===== config.mk =====
export PLATFORM = sky130hd
export DESIGN_NAME = sab_ctrl
export DESIGN_NICKNAME = d
export VERILOG_FILES = /design/src/rtl/core/sab_pkg.sv /design/src/rtl/core/sab_ctrl.sv
export SDC_FILE = /design/constraint.sdc
export NUM_CORES = 1
export LEC_CHECK = 0
export BUFFER_PORTS_ARGS = -buffer_cell sky130_fd_sc_hd__buf_2
export CAP_MARGIN = 10
export CORE_ASPECT_RATIO = 0.7
export CORE_MARGIN = 4
export CORE_UTILIZATION = 30
export CTS_CLUSTER_DIAMETER = 40
export CTS_CLUSTER_SIZE = 14
export DETAILED_ROUTE_END_ITERATION = 16
export GPL_TIMING_DRIVEN = 0
export SETUP_SLACK_MARGIN = 0.02
export SLEW_MARGIN = 10
export SYNTH_ARGS = -nofsm -noshare
export SYNTH_HDL_FRONTEND = slang
export SYNTH_SLANG_ARGS = --single-unit

===== constraint.sdc =====
create_clock -name i_clk -period 3.8 [get_ports i_clk]
set_clock_uncertainty 0.1 [all_clocks]
set_input_delay 0.57 -clock i_clk [delete_from_list [all_inputs] [get_ports i_clk]]
set_output_delay 0.57 -clock i_clk [all_outputs]
set_load 0.005 [all_outputs]

===== src/rtl/core/sab_pkg.sv =====
`timescale 1ns / 1ps
// ----------------------------------------------------------------------------
// sab_pkg: shared types and constants
// Sizes, state encoding and controller/datapath signal groups.
// ----------------------------------------------------------------------------
package sab_pkg;
    localparam int MaxLen    = 1024;
    localparam int Alphabet  = 26;
    localparam int MaxNodes  = 2 * MaxLen;
    localparam int NodeW     = $clog2(MaxNodes);
    localparam int CountW    = NodeW + 1;
    localparam int LenW      = $clog2(MaxLen + 1);
    localparam int SymW      = 5;
    localparam int TotW      = 20;
    localparam int EdgeDepth = MaxNodes * Alphabet;
    localparam int EdgeAW    = $clog2(EdgeDepth);
    localparam int ClearLen  = EdgeDepth;

    typedef enum logic [4:0] {
        S_CLEAR, S_IDLE, S_NEW, S_W1RD, S_W1WAIT, S_W1CHK, S_W1LINK,
        S_QRD, S_QWAIT, S_QCHK, S_CLSETUP, S_CPRD, S_CPWAIT, S_CPWR,
        S_W2RD, S_W2WAIT, S_W2CHK, S_FINRD, S_FINWAIT, S_FIN, S_OUT
    } t_state;

    typedef struct packed {
        logic clr_step;
        logic start;
        logic mk_new;
        logic w1_set;
        logic p_adv;
        logic link_root;
        logic rd_q;
        logic link_q;
        logic clone_setup;
        logic cp_rd;
        logic cp_wr;
        logic w2_set;
        logic clone_fin;
        logic fin_rd;
        logic fin;
    } t_cmd;

    typedef struct packed {
        logic clr_done;
        logic p_none;
        logic edge_zero;
        logic edge_is_q;
        logic len_match;
        logic cp_last;
        logic full;
        logic sym_ok;
    } t_stat;
endpackage


===== src/rtl/core/sab_ctrl.sv =====
`timescale 1ns / 1ps
// ----------------------------------------------------------------------------
// sab_ctrl: append sequencer
// Steps the datapath through new node, link walks, clone copy and result.
// ----------------------------------------------------------------------------
module sab_ctrl (
    input  logic            i_clk,
    input  logic            i_rst_n,
    input  sab_pkg::t_stat  i_stat,
    input  logic            i_in_valid,
    output logic            o_in_ready,
    output logic            o_out_valid,
    input  logic            i_out_ready,
    output logic            o_full,
    output sab_pkg::t_cmd   o_cmd
);
    sab_pkg::t_state r_state, n_state;
    logic r_full, n_full;

    always_ff @(posedge i_clk) begin
        if (!i_rst_n) begin
            r_state <= sab_pkg::S_CLEAR; r_full <= 1'b0;
        end else begin
            r_state <= n_state; r_full <= n_full;
        end
    end

    always_comb begin
        n_state = r_state;
        n_full = r_full;
        o_cmd = '0;
        o_in_ready = 1'b0;
        o_out_valid = 1'b0;
        case (r_state)
            sab_pkg::S_CLEAR: begin
                o_cmd.clr_step = 1'b1;
                if (i_stat.clr_done) n_state = sab_pkg::S_IDLE;
            end
            sab_pkg::S_IDLE: begin
                o_in_ready = 1'b1;
                if (i_in_valid) begin
                    n_full = i_stat.full;
                    if (i_stat.full || !i_stat.sym_ok) begin
                        n_state = sab_pkg::S_OUT;
                    end else begin
                        o_cmd.start = 1'b1;
                        n_state = sab_pkg::S_NEW;
                    end
                end
            end
            sab_pkg::S_NEW: n_state = sab_pkg::S_W1RD;
            sab_pkg::S_W1RD: begin
                o_cmd.mk_new = 1'b1;
                n_state = sab_pkg::S_W1WAIT;
            end
            sab_pkg::S_W1WAIT: n_state = sab_pkg::S_W1CHK;
            sab_pkg::S_W1CHK: begin
                if (i_stat.p_none) begin
                    o_cmd.link_root = 1'b1;
                    n_state = sab_pkg::S_FINRD;
                end else if (i_stat.edge_zero) begin
                    o_cmd.w1_set = 1'b1;
                    n_state = sab_pkg::S_W1LINK;
                end else begin
                    o_cmd.rd_q = 1'b1;
                    n_state = sab_pkg::S_QRD;
                end
            end
            sab_pkg::S_W1LINK: begin
                o_cmd.p_adv = 1'b1;
                n_state = sab_pkg::S_W1WAIT;
            end
            sab_pkg::S_QRD: n_state = sab_pkg::S_QWAIT;
            sab_pkg::S_QWAIT: n_state = sab_pkg::S_QCHK;
            sab_pkg::S_QCHK: begin
                if (i_stat.len_match) begin
                    o_cmd.link_q = 1'b1;
                    n_state = sab_pkg::S_FINRD;
                end else begin
                    o_cmd.clone_setup = 1'b1;
                    n_state = sab_pkg::S_CPRD;
                end
            end
            sab_pkg::S_CPRD: begin
                o_cmd.cp_rd = 1'b1;
                n_state = sab_pkg::S_CPWAIT;
            end
            sab_pkg::S_CPWAIT: begin
                o_cmd.cp_rd = 1'b1;
                n_state = sab_pkg::S_CPWR;
            end
            sab_pkg::S_CPWR: begin
                o_cmd.cp_wr = 1'b1;
                n_state = i_stat.cp_last ? sab_pkg::S_W2RD : sab_pkg::S_CPRD;
            end
            sab_pkg::S_W2RD: n_state = sab_pkg::S_W2WAIT;
            sab_pkg::S_W2WAIT: n_state = sab_pkg::S_W2CHK;
            sab_pkg::S_W2CHK: begin
                if (!i_stat.p_none && i_stat.edge_is_q) begin
                    o_cmd.w2_set = 1'b1;
                    o_cmd.p_adv = 1'b1;
                    n_state = sab_pkg::S_W2RD;
                end else begin
                    o_cmd.clone_fin = 1'b1;
                    n_state = sab_pkg::S_FINRD;
                end
            end
            sab_pkg::S_CLSETUP: n_state = sab_pkg::S_CPRD;
            sab_pkg::S_FINRD: begin
                o_cmd.fin_rd = 1'b1;
                n_state = sab_pkg::S_FINWAIT;
            end
            sab_pkg::S_FINWAIT: n_state = sab_pkg::S_FIN;
            sab_pkg::S_FIN: begin
                o_cmd.fin = 1'b1;
                n_state = sab_pkg::S_OUT;
            end
            sab_pkg::S_OUT: begin
                o_out_valid = 1'b1;
                if (i_out_ready) n_state = sab_pkg::S_IDLE;
            end
            default: n_state = sab_pkg::S_IDLE;
        endcase
    end

    assign o_full = r_full;
endmodule


After elaboration in Yosys (flattened, before gate mapping) --
Cells that the tools add are included.
Word-level totals: register bits 6, output and inout port bits 18
Cells by class: equality and inequality tests 23, mux-type cells 35, reductions and logical operators 9
Operators with widths (number):
- 5-bit one-hot mux with 20 select lines | 1
- 5-bit by 4-bit equality test with 1-bit output, second input constant | 8
- 5-bit 2-to-1 mux | 7
- 5-bit equality test, second input constant | 5
- 1-bit 2-to-1 mux | 22
- 5-bit by 3-bit equality test with 1-bit output, second input constant | 4
- 5-bit by 2-bit equality test with 1-bit output, second input constant | 2
- 2-bit 2-to-1 mux | 3
- 2-bit != test, second input constant | 3
- 5-bit by 1-bit equality test with 1-bit output, second input constant | 1
- 5-bit logical NOT | 1
- 2-bit OR reduction | 2
- 3-bit 2-to-1 mux | 1
- 3-bit AND reduction | 1
- 1-bit logical NOT | 2
- 1-bit one-hot mux with 2 select lines | 1
- 2-bit AND reduction | 1
- 1-bit logical AND | 1
- 1-bit logical OR | 1

Logic depth before layout (Yosys ltp) --
depth after elaboration 5, depth in mapped cells 6

Worst setup path before layout --
Ideal clock, no wire load.
path type input to register, from input port i_stat[1] (netlist bit), to register r_state[4], data arrival time 1591 ps, required time 3572 ps, setup slack 1981 ps, stages on the path 4, buffers on the path 0, cell sequence or3b_1 -> a32o_1 -> a2111oi_2 -> nor3b_1
Between the ends: longest elaborated chain between the ends 4
Ends and longest elaborated chain:
- from (decl) | line sab_ctrl.sv:9 | input sab_pkg::t_stat i_stat,
- 1-bit logical OR | line sab_ctrl.sv:43 | if (i_stat.full || !i_stat.sym_ok) begin
- 5-bit 2-to-1 mux | line sab_ctrl.sv:43
- 5-bit 2-to-1 mux | line sab_ctrl.sv:41 | if (i_in_valid) begin
- 5-bit one-hot mux with 20 select lines | line sab_ctrl.sv:34 | case (r_state)
- to (signal assigned) | line sab_ctrl.sv:24 | r_state <= n_state; r_full <= n_full;
- to (decl) | line sab_ctrl.sv:17 | sab_pkg::t_state r_state, n_state;
Every way passes these cells. The select of a mux whose other input is x is not followed. A chain may end at the register's enable or synchronous reset.

==> results.yml <==
layout:
  nNetsFinal: 156
  finalInstanceArea_um2: 1000
  final_core_util_pct: 40.7
  diodes: 0
  areaGrowthSynthToFinish_pct: 29.7
  fillers: 271
  drive_gt1_share_pct: 33.1
drt:
  firstDrtPassIters: 4
  via_per_inst: 5.34
  drt_iter0_markers: 39
  vias: 939
  post_drt_wl_per_cell_um: 13.6
  remaining_drc_errors: 0
  route.final.wire_length_mm: 2.40
  antenna_left: 0
synthesis:
  syn_avg_cell_area_um2: 7.02
  synth_common_cells: "16 x nor2_1, 8 x nand2_1, 7 x buf_2, 7 x nor2b_1"
  post-synth-top-count-cell: "nor2_1"
  ys.flop_type: "dfxtp_1"
  synthCells: 110
  async_flop_share_pct: 0
  ys_top_cells_by_area: "dfxtp_1 16%, nor2_1 7.8%, nor2b_1 5.7%, nor3b_2 4.9%, buf_2 4.5%"
  synth_top_area_cell: "dfxtp_1"
  yosysWarnings: 0
  yosysTopAreaCellShare_pct: 15.6
  syn-cell-area_um2: 772
  synth_cell_types: 39
  seq_area_frac_synth_pct: 15.6
  synth-seq-cells: 6
  synth-edff-count: 0
  syn_nets: 122
critical_path:
  required_ns: 3.13
  startpoint_type: "flip-flop"
  crit_top_cell: "buf_2"
  arrival_ns: 1.61
  path_delay_family: "simple AND/OR/NAND/NOR gates"
  cp_slowest_cell: "nor3_1"
  reg2reg_depth: 5
  critPathMaxStageDelay_ns: 0.33
  reg2reg_from: "r_state[3]$_SDFFE_PN0P_"
  r2r-end: "r_state[0]$_SDFFE_PN0P_"
  crit_type: "flip-flop to primary output"
  path_max_fanout: 10
  r2r_slack_ns: 2.08
  crit_chain: "buf_2, nand2b_1, nor3_1, nand2_1, nor2_1, buf_2"
  cp_num_buf_inv: 2
  endpoint_kind: "primary output"
place:
  place_area_um2: 960
  hpwl_mm: 1.95
  port_buffers: 29
  gp_congestion: 0.879
grt:
  overflow: 0
  grt_pass1_vias: 862
  use_met2_pct: 22.8
  antenna_found_initial: 0
  grt_max_degree: 11
  grtUsageTotal_pct: 15.1
  grt_use_met3_pct: 2.24
  top_usage_layer: "met2"
  grt_pass1_wl_mm: 4.09
  grt.met1_usage_pct: 22.2
power_and_ir_drop:
  leakagePower_nw: 0.464
  combPwrFrac_pct: 54.3
  seq_power_share_pct: 21.5
  p_int_mw: 0.225
  peakVddDrop_uv: 200
  pwr-share-clk_pct: 24.2
  power_switching_mw: 0.152
  total_power_mw: 0.377
  swShare_pct: 40.4
  power_density_nw_per_um2: 376
sta:
  hold_violations: 0
  period_minus_slack_ns: 2.28
  setup_viol: 0
  max_freq_mhz: 439
  fin_crit_sh_pct: 60.0
  slew_viol_final: 0
  slew_headroom_pct: 73.0
  rsz0062_at_grt: "false"
  max_slew.worst_pin.slew_ns: 0.406
  tns_ns: 0
clocking:
  cts_resized: 0
  h-tree-depth: 1
  cts.clk_slew.worst_paths_ns: 0.03
  numCtsBuffers: 3
  cts_sinks: 6
  cts_tree: "built"
  cts_setup_buffers: 0
  cts-hold-fix-buffers: 0
  clk_latency_ns: 0.22
  cts.path.max_buffers: 2
  root_buffer: "clkbuf_8"
die:
  num_rows: 15
  core_area_um2: 2460
  start_util_pct: 31.4
  die_area_um2: 3460
  pin_count: 30
  fp.dieH_um: 50.4
  die_x_um: 68.6
outcome:
  status: "complete, no violations"
worst_hold_path:
  min_to: "o_full$_SDFFE_PN0P_"
  hp-class: "flip-flop to flip-flop"
  min_from: "o_full$_SDFFE_PN0P_"
  whs_path_depth: 2
job:
  max-cap-violations: 0
==> how the worst max path moves through the flow <==
stage	from	to	slack, ns	cells past startpoint
after floorplan	i_stat[1]	r_state[4]$_SDFFE_PN0P_	1.98	4
after global placement	i_stat[6]	o_cmd[10]	1.73	5
after detailed placement	i_stat[6]	o_cmd[10]	1.72	5
after CTS	r_state[1]$_SDFFE_PN0P_	o_cmd[8]	1.50	6
after global routing	r_state[1]$_SDFFE_PN0P_	o_cmd[8]	1.28	6
final	r_state[1]$_SDFFE_PN0P_	o_cmd[8]	1.52	6
==> through the flow <==
stage          hold WS, ns  cells  setup slack, ns
2_1_floorplan        0.411    110             1.98
3_3_place_gp         0.414    173             1.73
3_5_place_dp         0.426    173             1.72
4_1_cts              0.438    176             1.50
5_1_grt              0.510    176             1.28
6_report             0.428    176             1.52
==> logic make-up after synthesis <==
logic type	count (synthesis)	share of synthesized area (%)
compound gates	29	30.3
buf+inv	13	7.45
flops	6	15.6
mux	1	1.30
simple gates	61	45.4
==> tightest hold or removal path, delay by kind of cell, from the launching register on <==
kind             cells  cell delay, ns
flip-flops           1            0.32
AND/OR/NAND/NOR      1            0.10
multiplexers         1            0.08
==> power by group through the flow <==
stage | sequential (mW) | clock, mW | combinational [mW]
final | 0.0809 | 0.0913 | 0.205
after global routing | 0.0823 | 0.0987 | 0.227
after CTS | 0.0805 | 0.0947 | 0.203
after detailed placement | 0.0814 | 0 | 0.202
after global placement | 0.0809 | 0 | 0.200
after floorplan | 0.0788 | 0 | 0.146
==> routing by layer <==
layer  share of wire, %  vias up
li1                   -      466
met1                 48      437
met2                 44       34
met3                6.5        2
met4               0.71        0
met5                  0        -
==> cell usage in the layout (no fill, tap or decap), types with 2 or more instances in the layout <==
master	count
nor2b_1	7
nor3b_1	2
dfxtp_1	6
a21oi_1	6
or3b_1	2
or3_1	2
and3_1	4
nand3_1	2
clkbuf_1	2
nand2_1	8
a22oi_1	3
nand4b_1	2
inv_1	4
clkbuf_8	3
buf_2	36
nand2b_1	4
a32o_1	2
o21ai_0	3
nor2_1	16
nor3b_2	3
nor3_1	5
o21a_1	2
==> final cells by class <==
type                            instances  area, µm²  area share [%]
Multi-Input combinational cell         91        594            59.4
Timing Repair Buffer                   29        145            14.5
Sequential cell                         6        120            12.0
Buffer                                  9       42.5            4.25
Tap cell                               34       42.5            4.25
Clock buffer                            3       41.3            4.13
Inverter                                4       15.0            1.50
==> flip-flops by register name, indices dropped and copies added (netlist names) <==
| signal | flops |
|---|---|
| r_state | 5 |
| o_full | 1 |
(Power assumes the default switching activity.)
